$ cat src/rtl/core/nts_pkg.sv
// package: types and character constants for the number text splitter
`timescale 1ns / 1ps
package nts_pkg;

  // parse phases
  typedef enum logic [2:0] {
    PH_LEAD,
    PH_INT,
    PH_FRAC,
    PH_EXPSIGN,
    PH_EXPDIG,
    PH_TRAIL,
    PH_UNITS,
    PH_DONE
  } phase_e;

  // result kinds
  typedef enum logic [1:0] {
    KIND_NUM   = 2'd0,
    KIND_UNITS = 2'd1,
    KIND_SUM   = 2'd2
  } kind_e;

  // configuration register indexes
  localparam logic CFG_EXP_MIN = 1'b0;
  localparam logic CFG_EXP_MAX = 1'b1;

  localparam logic signed [15:0] EXP_MIN_RST = -16'sd99;
  localparam logic signed [15:0] EXP_MAX_RST = 16'sd99;

  localparam logic [7:0] CH_NUL   = 8'h00;
  localparam logic [7:0] CH_SPACE = 8'h20;
  localparam logic [7:0] CH_PLUS  = 8'h2B;
  localparam logic [7:0] CH_MINUS = 8'h2D;
  localparam logic [7:0] CH_COMMA = 8'h2C;
  localparam logic [7:0] CH_POINT = 8'h2E;
  localparam logic [7:0] CH_ZERO  = 8'h30;
  localparam logic [7:0] CH_NINE  = 8'h39;
  localparam logic [7:0] CH_LOW_E = 8'h65;
  localparam logic [7:0] CH_UP_E  = 8'h45;

  localparam int unsigned MAG_W = 17;
  localparam logic [MAG_W-1:0] MAG_CAP = '1;

  localparam int unsigned QUEUE_DEPTH = 4;
  localparam int unsigned QPTR_W = $clog2(QUEUE_DEPTH);
  localparam int unsigned QCNT_W = $clog2(QUEUE_DEPTH + 1);

  // one result item
  typedef struct packed {
    kind_e              kind;
    logic [7:0]         out_char;
    logic               number_ok;
    logic signed [15:0] exponent;
    logic               last_of_item;
  } result_t;

endpackage

$ cat src/rtl/core/nts_in_if.sv
// interface: input channel carrying one text byte or an end mark per item
`timescale 1ns / 1ps
interface nts_in_if;
  logic       valid;
  logic       ready;
  logic [7:0] text_byte;
  logic       is_end;

  modport source (output valid, output text_byte, output is_end, input ready);
  modport sink (input valid, input text_byte, input is_end, output ready);
endinterface

$ cat src/rtl/core/nts_out_if.sv
// interface: output channel carrying one result item
`timescale 1ns / 1ps
interface nts_out_if;
  logic               valid;
  logic               ready;
  logic [1:0]         kind;
  logic [7:0]         out_char;
  logic               number_ok;
  logic signed [15:0] exponent;
  logic               last_of_item;

  modport source (output valid, output kind, output out_char, output number_ok,
                  output exponent, output last_of_item, input ready);
  modport sink (input valid, input kind, input out_char, input number_ok,
                input exponent, input last_of_item, output ready);
endinterface

$ cat src/rtl/core/number_text_splitter_top.sv
// top level: number text splitter, byte parser with a small result queue
`timescale 1ns / 1ps
// Parses a text, one byte per input item, into a number and a units word.
// Leading blanks are skipped, a '-' sign is passed on, digits are passed with
// commas dropped, a '.' is put before the first fraction digit, an exponent
// after 'e'/'E' is accumulated (saturating), and the word after trailing
// blanks comes out as units characters. An end item gives one summary result
// (number_ok and the range checked exponent) and restarts the parser. The
// parser takes one item per clock while in_i.ready is high: each accepted
// item updates the phase registers and pushes its zero, one or two results
// into a 4-entry result queue in the same edge. The output drains one result
// per cycle while out_o.ready is high, which sets the rate: items with at most
// one result flow at one per cycle, one making both the '.' and a digit fills
// two queue entries. The input is ready whenever the queue has room for two
// results. Configuration is taken through cfg_we_i / cfg_idx_i / cfg_data_i
// only while the block is idle, a user's rule that the block does not enforce.
module number_text_splitter_top (
  input  logic        clk_i,
  input  logic        rst_ni,
  nts_in_if.sink      in_i,
  nts_out_if.source   out_o,
  input  logic        cfg_we_i,
  input  logic        cfg_idx_i,
  input  logic [15:0] cfg_data_i
);
  import nts_pkg::*;

  // configuration registers
  logic signed [15:0] exp_min_q, exp_max_q;

  // parser state
  phase_e           phase_q, phase_d;
  logic             saw_q, saw_d;
  logic             pt_q, pt_d;
  logic             exp_pres_q, exp_pres_d;
  logic             exp_neg_q, exp_neg_d;
  logic [MAG_W-1:0] mag_q, mag_d;

  // result queue
  result_t           queue_q [QUEUE_DEPTH];
  logic [QPTR_W-1:0] wr_q, rd_q;
  logic [QCNT_W-1:0] cnt_q, cnt_d;

  logic       accept, pop;
  logic [1:0] n_res;
  result_t    res0, res1;

  logic [7:0]               c;
  logic                     stop;
  logic                     is_dig;
  logic [3:0]               dval;
  logic [MAG_W+3:0]         mag_next;
  logic signed [MAG_W:0]    exp_val;
  logic                     in_range;
  logic                     sum_ok;

  assign in_i.ready = (cnt_q <= QCNT_W'(QUEUE_DEPTH - 2));
  assign accept     = in_i.valid & in_i.ready;
  assign pop        = out_o.valid & out_o.ready;

  assign c      = in_i.text_byte;
  assign is_dig = (c inside {[CH_ZERO:CH_NINE]});
  assign dval   = 4'(c - CH_ZERO);
  // times ten plus digit as shift and add
  assign mag_next = {1'b0, mag_q, 3'b000} + {3'b000, mag_q, 1'b0} + {{(MAG_W){1'b0}}, dval};

  // summary: signed exponent and range check against the registers
  assign exp_val  = exp_neg_q ? -$signed({1'b0, mag_q}) : $signed({1'b0, mag_q});
  assign in_range = (exp_val >= (MAG_W+1)'(exp_min_q)) && (exp_val <= (MAG_W+1)'(exp_max_q));
  assign sum_ok   = saw_q && (!exp_pres_q || in_range);

  // per item parse, phases fall through the way the text reads
  always_comb begin
    phase_d    = phase_q;
    saw_d      = saw_q;
    pt_d       = pt_q;
    exp_pres_d = exp_pres_q;
    exp_neg_d  = exp_neg_q;
    mag_d      = mag_q;
    n_res      = 2'd0;
    stop       = 1'b0;
    res0       = '{kind: KIND_NUM, out_char: 8'h00, number_ok: 1'b0,
                   exponent: 16'sd0, last_of_item: 1'b0};
    res1       = res0;

    if (in_i.is_end) begin
      res0.kind         = KIND_SUM;
      res0.number_ok    = sum_ok;
      res0.exponent     = (sum_ok && exp_pres_q) ? exp_val[15:0] : 16'sd0;
      n_res             = 2'd1;
      phase_d           = PH_LEAD;
      saw_d             = 1'b0;
      pt_d              = 1'b0;
      exp_pres_d        = 1'b0;
      exp_neg_d         = 1'b0;
      mag_d             = '0;
    end else begin
      if (phase_d == PH_LEAD) begin
        if (c == CH_NUL) begin
          phase_d = PH_DONE;
          stop    = 1'b1;
        end else if (c == CH_SPACE) begin
          stop = 1'b1;
        end else if (c == CH_PLUS) begin
          phase_d = PH_INT;
          stop    = 1'b1;
        end else if (c == CH_MINUS) begin
          res0.out_char = c;
          n_res         = 2'd1;
          phase_d       = PH_INT;
          stop          = 1'b1;
        end else begin
          phase_d = PH_INT;
        end
      end
      if (!stop && phase_d == PH_INT) begin
        if (c == CH_NUL) begin
          phase_d = PH_DONE;
          stop    = 1'b1;
        end else if (is_dig) begin
          res0.out_char = c;
          n_res         = 2'd1;
          saw_d         = 1'b1;
          stop          = 1'b1;
        end else if (c == CH_COMMA) begin
          // a comma counts as a digit seen but is dropped
          saw_d = 1'b1;
          stop  = 1'b1;
        end else begin
          phase_d = PH_FRAC;
          if (c == CH_POINT) stop = 1'b1;
        end
      end
      if (!stop && phase_d == PH_FRAC) begin
        if (c == CH_NUL) begin
          phase_d = PH_DONE;
          stop    = 1'b1;
        end else if (is_dig) begin
          if (!pt_q) begin
            res0.out_char = CH_POINT;
            res1.out_char = c;
            n_res         = 2'd2;
            pt_d          = 1'b1;
          end else begin
            res0.out_char = c;
            n_res         = 2'd1;
          end
          saw_d = 1'b1;
          stop  = 1'b1;
        end else if (!saw_d) begin
          phase_d = PH_DONE;
          stop    = 1'b1;
        end else if (c == CH_LOW_E || c == CH_UP_E) begin
          phase_d = PH_EXPSIGN;
          stop    = 1'b1;
        end else begin
          phase_d = PH_TRAIL;
        end
      end
      if (!stop && phase_d == PH_EXPSIGN) begin
        exp_pres_d = 1'b1;
        phase_d    = PH_EXPDIG;
        if (c == CH_PLUS) begin
          stop = 1'b1;
        end else if (c == CH_MINUS) begin
          exp_neg_d = 1'b1;
          stop      = 1'b1;
        end
      end
      if (!stop && phase_d == PH_EXPDIG) begin
        if (c == CH_NUL) begin
          phase_d = PH_DONE;
          stop    = 1'b1;
        end else if (is_dig) begin
          // saturate once the value leaves the magnitude width
          mag_d = (mag_next[MAG_W+3:MAG_W] != '0) ? MAG_CAP : mag_next[MAG_W-1:0];
          stop  = 1'b1;
        end else begin
          phase_d = PH_TRAIL;
        end
      end
      if (!stop && phase_d == PH_TRAIL) begin
        if (c == CH_NUL) begin
          phase_d = PH_DONE;
          stop    = 1'b1;
        end else if (c == CH_SPACE) begin
          stop = 1'b1;
        end else begin
          phase_d = PH_UNITS;
        end
      end
      if (!stop && phase_d == PH_UNITS) begin
        if (c == CH_NUL || c == CH_SPACE) begin
          phase_d = PH_DONE;
        end else begin
          res0.kind     = KIND_UNITS;
          res0.out_char = c;
          n_res         = 2'd1;
        end
      end
    end

    // mark the final result of this item
    if (n_res == 2'd1) res0.last_of_item = 1'b1;
    if (n_res == 2'd2) res1.last_of_item = 1'b1;
  end

  assign cnt_d = cnt_q + (accept ? QCNT_W'(n_res) : '0) - QCNT_W'(pop);

  // configuration registers
  always_ff @(posedge clk_i or negedge rst_ni) begin
    if (!rst_ni) begin
      exp_min_q <= EXP_MIN_RST;
      exp_max_q <= EXP_MAX_RST;
    end else if (cfg_we_i) begin
      case (cfg_idx_i)
        CFG_EXP_MIN: exp_min_q <= cfg_data_i;
        CFG_EXP_MAX: exp_max_q <= cfg_data_i;
        default: ;
      endcase
    end
  end

  // parser state and queue control
  always_ff @(posedge clk_i or negedge rst_ni) begin
    if (!rst_ni) begin
      phase_q    <= PH_LEAD;
      saw_q      <= 1'b0;
      pt_q       <= 1'b0;
      exp_pres_q <= 1'b0;
      exp_neg_q  <= 1'b0;
      mag_q      <= '0;
      wr_q       <= '0;
      rd_q       <= '0;
      cnt_q      <= '0;
    end else begin
      if (accept) begin
        phase_q    <= phase_d;
        saw_q      <= saw_d;
        pt_q       <= pt_d;
        exp_pres_q <= exp_pres_d;
        exp_neg_q  <= exp_neg_d;
        mag_q      <= mag_d;
        wr_q       <= wr_q + QPTR_W'(n_res);
      end
      if (pop) rd_q <= rd_q + QPTR_W'(1);
      cnt_q <= cnt_d;
    end
  end

  // queue payload
  always_ff @(posedge clk_i) begin
    if (accept && n_res != 2'd0) queue_q[wr_q] <= res0;
    if (accept && n_res == 2'd2) queue_q[wr_q + QPTR_W'(1)] <= res1;
  end

  assign out_o.valid        = (cnt_q != '0);
  assign out_o.kind         = queue_q[rd_q].kind;
  assign out_o.out_char     = queue_q[rd_q].out_char;
  assign out_o.number_ok    = queue_q[rd_q].number_ok;
  assign out_o.exponent     = queue_q[rd_q].exponent;
  assign out_o.last_of_item = queue_q[rd_q].last_of_item;

endmodule
$ cat src/flat_wrapper.sv
// flat-port wrapper written by rule: the top's interface ports become plain ports
module number_text_splitter_top_flat import nts_pkg::*;
  (clk_i, rst_ni, cfg_we_i, cfg_idx_i, cfg_data_i, in_i_valid, in_i_text_byte, in_i_is_end, in_i_ready, out_o_valid, out_o_kind, out_o_out_char, out_o_number_ok, out_o_exponent, out_o_last_of_item, out_o_ready);
  nts_in_if in_i_i ();
  nts_out_if out_o_i ();
  input  logic clk_i;
  input  logic rst_ni;
  input  logic cfg_we_i;
  input  logic cfg_idx_i;
  input  logic [15:0] cfg_data_i;
  input wire logic [$bits(in_i_i.valid)-1:0] in_i_valid;
  input wire logic [$bits(in_i_i.text_byte)-1:0] in_i_text_byte;
  input wire logic [$bits(in_i_i.is_end)-1:0] in_i_is_end;
  output wire logic [$bits(in_i_i.ready)-1:0] in_i_ready;
  output wire logic [$bits(out_o_i.valid)-1:0] out_o_valid;
  output wire logic [$bits(out_o_i.kind)-1:0] out_o_kind;
  output wire logic [$bits(out_o_i.out_char)-1:0] out_o_out_char;
  output wire logic [$bits(out_o_i.number_ok)-1:0] out_o_number_ok;
  output wire logic [$bits(out_o_i.exponent)-1:0] out_o_exponent;
  output wire logic [$bits(out_o_i.last_of_item)-1:0] out_o_last_of_item;
  input wire logic [$bits(out_o_i.ready)-1:0] out_o_ready;
  assign in_i_i.valid = in_i_valid;
  assign in_i_i.text_byte = in_i_text_byte;
  assign in_i_i.is_end = in_i_is_end;
  assign in_i_ready = in_i_i.ready;
  assign out_o_valid = out_o_i.valid;
  assign out_o_kind = out_o_i.kind;
  assign out_o_out_char = out_o_i.out_char;
  assign out_o_number_ok = out_o_i.number_ok;
  assign out_o_exponent = out_o_i.exponent;
  assign out_o_last_of_item = out_o_i.last_of_item;
  assign out_o_i.ready = out_o_ready;
  number_text_splitter_top u_core (.clk_i(clk_i), .rst_ni(rst_ni), .in_i(in_i_i), .out_o(out_o_i), .cfg_we_i(cfg_we_i), .cfg_idx_i(cfg_idx_i), .cfg_data_i(cfg_data_i));
endmodule
$ cat config.mk
export PLATFORM = sky130hd
export DESIGN_NAME = number_text_splitter_top_flat
export DESIGN_NICKNAME = d
export VERILOG_FILES = /design/src/rtl/core/nts_pkg.sv /design/src/rtl/core/nts_in_if.sv /design/src/rtl/core/nts_out_if.sv /design/src/rtl/core/number_text_splitter_top.sv /design/src/flat_wrapper.sv
export SDC_FILE = /design/constraint.sdc
export NUM_CORES = 1
export LEC_CHECK = 0
export BUFFER_PORTS_ARGS = -buffer_cell sky130_fd_sc_hd__buf_2
export CORE_MARGIN = 4
export CORE_UTILIZATION = 50
export DETAILED_ROUTE_END_ITERATION = 16
export PLACE_DENSITY = 0.68
export RECOVER_POWER = 100
export SLEW_MARGIN = 20
export SYNTH_ARGS = -nofsm -noshare
export SYNTH_HDL_FRONTEND = slang
export SYNTH_SLANG_ARGS = --single-unit
$ cat constraint.sdc
create_clock -name clk_i -period 6.3 [get_ports clk_i]
set_clock_uncertainty 0.1 [all_clocks]
set_input_delay 1.26 -clock clk_i [delete_from_list [all_inputs] [get_ports clk_i]]
set_output_delay 1.26 -clock clk_i [all_outputs]
set_load 0.02 [all_outputs]
==> summary by stage, run 1 <==
Synthesis
After synthesis, the cell types taking the most area are dfxtp_1 15%, dfrtp_1 11%, edfxtp_1 11%. The number of enable-type register cells in the synthesized netlist is 36. Of the post-synthesis cell area, the dominant cell type holds 15.0%. The mapped cell area is about 0.01 sq mm.

The synthesized design spends more area on one cell type than any other, namely dfxtp_1. The share of flip-flops with an asynchronous set or reset after synthesis is between 30 and 40%. The most used flip-flop cell after synthesis is dfxtp_1. The number of storage elements in the synthesis netlist is 175. The number of different library cells in the post-synthesis netlist is a little over 80.

The number of nets in the synthesized netlist is about 1100. The total number of yosys warnings is 0. After synthesis, the mean cell area works out to just under 10 sq um. After synthesis, flip-flops and latches occupy between 40% and 50% of the total area. The post-synthesis cell count is between 1000 and 1500.

Routing
For this run, design rule violations remaining after detail routing come to 0. For this block, the initial DRC count from the detailed router was 607. The ratio of routed vias to standard cells is roughly 5.9. The average wire per standard cell is 18.4 um. The via count is around 8000. The remaining antenna violation count is 0.

Summed over all layers, the routed wires come to 24.6 mm. The total iterations of the first detailed-routing run is 5.

Clock network
The total setup buffers inserted after CTS is 0. The clock slew at the register clock pins of the worst setup and hold paths is 70 ps. At the later pin of the worst-skew pair, clock insertion delay measures roughly 430 ps. The clock drives 175 sinks. Hold repair after CTS inserted 0 buffers. In this run the number of H-tree levels came out at 4. The number of gates resized after CTS is 0. The clock root buffer is clkbuf_16.

The TritonCTS clock tree is done. Buffers inserted during clock tree synthesis total 17. The largest buffer count on any clock path is 2.

Timing
The final hold violation count came to 0. The worst slew margin relative to its limit is -141%. The clock period could shrink to about 5400 ps.

The max-slew violation total from the final report is 127. The setup TNS is 0 ps. The total setup violations reported at the end of the flow is 0. For the pin with the worst max-slew slack, the measured transition is 3620 ps. Timing would allow up to 0.185 GHz. Setup repair after global routing left no endpoint under its margin. The final critical-path share of the clock period is a little under nine tenths.

Floorplan
The floorplan has 51 rows. The overall die area is 0.0226 sq mm. The starting density of the core is approximately half.

The die is ~150 um tall. During I/O placement, the number of pins put on the boundary was 61. The width of the die is 150 um. The area of the core region is between 0.015 and 0.02 sq mm.

Worst setup path
The signal on the critical path passes through clkbuf_1, or4_1, or3_1, a21oi_1, o21ba_4, nor4_1, nor3_1, nor3_1, nor2_1, nand2_1. At the worst endpoint, the arrival time is roughly 5400 ps. The biggest cell delay along the critical path is 770 ps. On the critical path, the stage with the largest delay is an instance of nor3_1.

By instance count, the cell type seen most on the critical path is nor3_1. Along the worst path, the maximum fanout reaches 10. The critical path is of the in -> reg type. The startpoint type of the worst setup path is an input port. The worst setup path is captured at a flop. For the worst setup path, the data required time is 6250 ps.

Placed design
The number of buffers added on ports is 60. The number of placed instances with taps included is roughly 1300. The half-perimeter wire length after placement is about 17 mm. The placer's final routability congestion estimate is approximately 0.94.

Final layout
The non-filler instance count after layout is roughly 1300. The ratio of cells with drive above 1 in the final layout is roughly 14%. The library cells used most frequently in the layout, excluding fill and tap cells, are 119 x o21ai_0, 113 x nand2_1, 83 x nand3_1. 0 antenna diodes ended up in the layout. Compared with the post-synthesis result, the final layout area differs by 8.71%. Leaving out fill and tap cells, the most frequent cell in the layout is o21ai_0. The total number of nets in the final design is around 1200.

Outcome
The final reports fail on capacitance limit, slew limit. The flow ran to the end, but the final reports show violations.

GRT
Summed over all layers, the global routing overflow is 0. The number of antenna violations at the first check in global routing is 1. The global-route usage over all layers is ~22%. The global-route wire length before repair is roughly 40 mm. The via count of the first global-routing pass was 7445. The maximum number of pins on one net before global-route repair is 64.

Power and ir drop
The cell area power density is ~310 mW/mm^2. The overall power of the completed layout is 3.45 mW. The leakage power is between 4 and 5 nW. IR analysis of the VDD net gives a maximum drop of approximately 0.19 mV.

Run
Across the run, the number of max-cap violations was 3.

Hold path
The class of the tightest hold or removal check is reg -> reg.
## power by group
part | internal, mW | leakage, nW | switching (mW)
Sequential | 1.29 | 1.71 | 0.145
Combinational | 0.381 | 2.63 | 0.608
Clock | 0.528 | 0.279 | 0.498
## flip-flops by register name, indices dropped and copies added (netlist names), 2 cells and up
register	cells
u_core.queue_q	112
u_core.mag_q	17
u_core.exp_max_q	16
u_core.exp_min_q	16
u_core.cnt_q	3
u_core.phase_q	3
u_core.rd_q	2
u_core.wr_q	2
## Yosys cell counts, types with 8 or more instances
cell and n:
nand2_1 112, ha_1 74, o21ai_1 39, mux2_2 17, a211oi_1 9, inv_1 50
a21o_1 17, o22ai_1 13, clkbuf_1 21, edfxtp_1 36, nand3_1 83, o21ai_0 83
nor3_1 12, buf_2 12, o211ai_1 12, dfrtp_1 46, buf_6 12, o31ai_1 8
nor2_1 39, xnor2_1 25, a21oi_1 44, dfxtp_1 76, mux4_2 28, dfstp_2 17
nand2b_1 12, xor2_1 8
## worst max-delay path: cells and delay by family
family | cells | cell delay [ps]
compound gates | 2 | 650
buf+inv | 1 | 220
simple gates | 7 | 3220
## per-stage QoR
stage                     util, %  setup WS, ps  area, sq um  hold slack, ps
after CTS                    56.6          1130        11100             359
after global placement       53.6          1320        10500             347
after floorplan                 -          1780        10100             329
after detailed placement     53.6          1150        10500             349
after global routing         55.9           441        11000             384
final                        55.9           892        11000             359
## per-layer routing
| layer | part of all wire (%) | up-vias | wire [um] | GRT usage, % |
|---|---|---|---|---|
| li1 | - | 3824 | - | - |
| met4 | 1.6 | 2 | 397 | 6.59 |
| met1 | 45 | 3738 | 11200 | 31.5 |
| met2 | 47 | 256 | 11500 | 35.4 |
| met5 | 0.028 | - | 7 | 0 |
| met3 | 6.2 | 35 | 1520 | 4.46 |
## kinds of logic (layout without fill, tap and decap cells)
family	count (synthesis)	count (layout)	synth area share, %
AND/OR/NAND/NOR	314	314	15.5
AO/OA/AOI/OAI	272	272	17.0
flip-flops	175	175	41.5
buffers and inverters	106	159	5.15
adder cells (fa/ha/maj)	77	77	9.75
multiplexers	46	46	8.23
XOR/XNOR	33	33	2.86
## cell type report
cell class              count  area, sq um
flip-flops and latches    175         4200
clock buffers              18          429
multi-input cells         742         5320
clock inverters            14          146
well taps                 265          332
repair buffers             76          378
inverters                  51          191
fillers                  1806         8660
## worst paths after layout
| check | start | to | slack (ps) | depth (start not counted) |
|---|---|---|---|---|
| setup / recovery | in_i_text_byte[1] | u_core.queue_q[2][21]$_DFFE_PP_ | 890 | 10 |
| hold / removal | u_core.queue_q[2][26]$_SDFFE_PP0N_ | u_core.queue_q[2][26]$_SDFFE_PP0N_ | 360 | 2 |
| setup reg to reg | u_core.mag_q[5]$_DFFE_PN0P_ | u_core.queue_q[2][15]$_SDFFE_PP0N_ | 960 | 16 |
| hold reg to reg | u_core.queue_q[2][26]$_SDFFE_PP0N_ | u_core.queue_q[2][26]$_SDFFE_PP0N_ | 360 | 2 |
| max in group asynchronous | rst_ni | u_core.wr_q[0]$_DFFE_PN0P_ | 1990 | 2 |
| min in group asynchronous | rst_ni | u_core.exp_max_q[2]$_DFFE_PN0P_ | 2050 | 2 |
Power figures use the tool's default switching activity.
==> inputs of run 2 (changes only) <==
ABC_AREA = 1   (was unset)
PLACE_DENSITY = 0.67   (was 0.68)
==> summary by stage, run 2 <==
GRT
The global-route usage over all layers is 22.9% (+0.48 points). The maximum number of pins on one net before global-route repair is 64 (unchanged). The number of antenna violations at the first check in global routing is 0 (-1). The total overflow reported by the global router is 0 (unchanged).

The global-route wire length before repair was 44.2 mm (+10%). The via count of the first global-routing pass came to 8603 (+16%).

Clock network
In this run the clock root is driven by a clkbuf_16. The number of gates resized after CTS was 0 (unchanged). The clock sink count is 175 (unchanged). The hold buffer count at CTS came to 0 (unchanged). The number of CTS-inserted buffers is 17 (unchanged). The TritonCTS clock tree is done. The clock latency on the worst-skew pair is 430 ps (about the same). The largest buffer count on any clock path is 2 (unchanged). The total setup buffers inserted after CTS is 0 (unchanged). The level count of the clock H-tree is 4 (unchanged). The clock slew at the register clock pins of the worst setup and hold paths is 70 ps (about the same).

Routing
The via count is 9182 (+17%). The length of routed met3 wiring is 1.57 mm (+3.2%). The total iterations of the first detailed-routing run was 6 (+1).

The average wire per standard cell is 15.6 um (-15%). The met1 wire length is 12.7 mm (+14%). The remaining antenna violation count is 0 (unchanged). The violation count after the first detailed-routing iteration came to 720 (+19%). The DRC violations left was 0 (unchanged). The sum of met2 wire segment lengths after detailed routing is 12.2 mm (+6.1%).

The highest layer touched by signal routing is met4. The total detailed-routing wirelength was 26.8 mm (+8.8%). The ratio of routed vias to standard cells is 5.34 (-8.9%).

Final layout
The flip-flop count of the largest register after layout is 112 (unchanged). Counting flops per register, the top entry is u_core.queue_q. The diode insertion count for antenna repair is 0 (unchanged). The largest registers in the layout are u_core.queue_q (112), u_core.mag_q (17).

The top cell types in the final layout, fill and taps aside, are 367 x nand2_1, 162 x inv_1, 152 x nor2_1. The utilization of the core after routing is 56.2% (+0.28 points). The most common library cell in the layout ignoring fill and taps is nand2_1. The area growth from synthesis to layout is 9.60%. The ratio of cells with drive above 1 in the final layout is 9.03% (-5.5 points).

The total number of nets in the final design is 1545 (+32%).

Synthesis
The share of the synthesized area in the top cell type was 14.6% (-0.48 points). The portion of the post-synthesis area used by sequential elements was 40.2% (-1.3 points). The mapped cell area is 0.0104 sq mm (+3.3%).

The net count of the mapped netlist was 1507 (+33%). The post-synthesis cell count was 1399 (+37%). Summed over all instances, the cell type with the most area after synthesis is dfxtp_1. The number of storage elements in the synthesis netlist was 175 (unchanged). In the post-synthesis netlist, the biggest area contributors are dfxtp_1 15%, nand2_1 13%, dfrtp_1 11%. The total number of yosys warnings is 0 (unchanged).

The most used flip-flop cell after synthesis is dfxtp_1. The number of different library cells in the post-synthesis netlist came to 50 (-40%). The share of flip-flops with an asynchronous set or reset after synthesis was 36.0% (unchanged). The average instance area after synthesis was 7.47 sq um (-24%).

The most common cell in the synthesized netlist is nand2_1. Ranked by instance count, the synthesized netlist is headed by 365 x nand2_1, 158 x inv_1, 151 x nor2_1, 133 x o21ai_0, 76 x dfxtp_1. The number of enable-type register cells in the synthesized netlist is 36 (unchanged).

Timing
The worst slew margin relative to its limit is -126% (+16 points). The final critical-path required period is 5430 ps (+21.1 ps). The final worst slack is 871 ps (-21.1 ps). The total setup violations reported at the end of the flow was 0 (unchanged). The setup TNS is 0 ps (unchanged). Setup repair after global routing left no endpoint under its margin.

The transition at the pin with the smallest max-transition slack is 3390 ps (-233 ps). The final hold violation count is 0 (unchanged). The maximum frequency from static timing analysis is 0.184 GHz (-0.39%). The final critical-path share of the clock period came to 86.2% (+0.33 points). The max-slew violation total from the final report came to 64 (-50%).

Power and ir drop
The leakage power is 5.54 nW (+20%). The overall power of the completed layout is 4.60 mW (+33%). The worst voltage drop across the vdd grid was 0.194 mV (+4.5%). The cell area power density came to 401 mW/mm^2 (+28%).

Floorplan
The starting density of the core was 51.3% (-0.16 points). The overall die area is 0.0233 sq mm (+3.1%). The die boundary height was 153 um (+1.5%).

The width of the die came to 153 um (+1.5%). The area of the core region is 0.0204 sq mm (+3.6%). The I/O pin count is 61 (unchanged). The number of placement rows was 52 (+2.0%).

Placed design
The half-perimeter wire length after placement is 18.8 mm (+10%). The pre-CTS setup slack is 973 ps (-174 ps). The number of buffers added on ports is 60 (unchanged).

The placer's final routability congestion estimate is 0.872 (-6.9%).

Worst setup path
Traced cell by cell, the critical path runs through clkbuf_1, nand2_1, nand2_1, nor2_4, inv_1, nand2_1, nor2_1, nand2_2, nand2_4, nand2_4, nor2_1, a21oi_1, nand2_1, o21ai_4, a21oi_2, o211ai_4, nand3_2, nand3_2, nand2_4, clkinv_2, nand2_1, nand2_1. The count of cells along the worst register-to-register path is 27 (+11). The register-to-register setup slack was 1350 ps (+390 ps). The required arrival time at the worst endpoint is 6530 ps (+280 ps). In this run the critical register-to-register path is captured at u_core.queue_q[1][5]$_SDFFE_PP0N_.

The depth of the critical timing path with buffers and inverters included is 22 (+12). The beginning of the worst register-to-register path is u_core.mag_q[0]$_DFFE_PN0P_. The critical path arrival is 5650 ps (+290 ps). The number of buffer and inverter instances along the worst setup path is 3 (+2). The cell that appears most often on the critical path is nand2_1.

The biggest cell delay along the critical path was 370 ps (-400 ps). The peak fanout along the critical path came to 17 (+7). STA classifies the critical path startpoint as an input port.

On the critical path, the stage with the largest delay is an instance of nor2_1. On the critical path the largest part of the delay comes from simple AND/OR/NAND/NOR gates. The kind of critical path is in -> reg. STA classifies the critical path endpoint as a flop.

Hold path
The worst hold path terminates at u_core.queue_q[1][1]$_SDFFE_PP0N_. The hold path depth is 2 (unchanged). The worst hold path begins at u_core.queue_q[1][1]$_SDFFE_PP0N_. The tightest min-delay check is of the reg -> reg type.

Run
The number of violations of the max-capacitance limit came to 1 (-2).

Outcome
The final reports fail on capacitance limit, slew limit. The flow ran to the end, but the final reports show violations.
run 2: kinds of logic (layout without fill, tap and decap cells):
| family | count (synthesis) | count (layout) | synth area share (%) |
|---|---|---|---|
| buf+inv | 217 | 268 | 8.23 |
| simple gates | 632 | 632 | 25.5 |
| fa+ha+maj | 77 | 77 | 9.44 |
| flops | 175 | 175 | 40.2 |
| xor+xnor | 23 | 23 | 1.93 |
| compound gates | 275 | 275 | 14.7 |
run 2: worst max-delay path by stage:
stage,from,end,slack [ps]
global route,in_i_text_byte[3],u_core.cnt_q[2]$_DFF_PN0_,390
CTS,u_core.mag_q[0]$_DFFE_PN0P_,u_core.queue_q[0][1]$_SDFFE_PP0P_,1350
detailed placement,in_i_text_byte[3],u_core.mag_q[5]$_DFFE_PN0P_,970
floorplan,in_i_text_byte[3],u_core.mag_q[4]$_DFFE_PN0P_,1950
finish,in_i_text_byte[3],u_core.queue_q[2][6]$_SDFFE_PP0N_,870
global placement,in_i_text_byte[3],u_core.mag_q[5]$_DFFE_PN0P_,1000
run 2: tightest hold or removal path, cell delays in order (launching register included):
cell and delay [ps]:
dfxtp_1 320, nand2_1 50, nand2_1 40
run 2: cell type report:
type | instances | area [sq um]
clock buffers | 20 | 479
clock inverters | 12 | 115
fillers | 1943 | 8910
inverters | 170 | 643
multi-input cells | 1007 | 5380
flip-flops and latches | 175 | 4200
well taps | 270 | 338
repair buffers | 66 | 299
run 2: metal layers:
layer  track usage [%]  vias up
li1                  -     4665
met2              36.5      288
met1              33.4     4206
met3              3.38       23
met5                 0        -
met4              4.75        0
run 2: power breakdown:
group          switching, mW  total [mW]  internal, mW  leakage [nW]
combinational           1.48        2.12         0.636          3.54
sequential             0.101        1.41          1.31          1.71
clock                  0.492        1.06         0.570         0.292
total                   2.08        4.60          2.52          5.54
run 2: metrics by stage:
step / instances / hold slack, ps / cell area (sq um)
floorplan: 1399 / 314 / 10400
global placement: 1688 / 322 / 10900
detailed placement: 1688 / 327 / 10900
CTS: 1720 / 343 / 11500
global route: 1720 / 358 / 11500
finish: 1720 / 341 / 11500
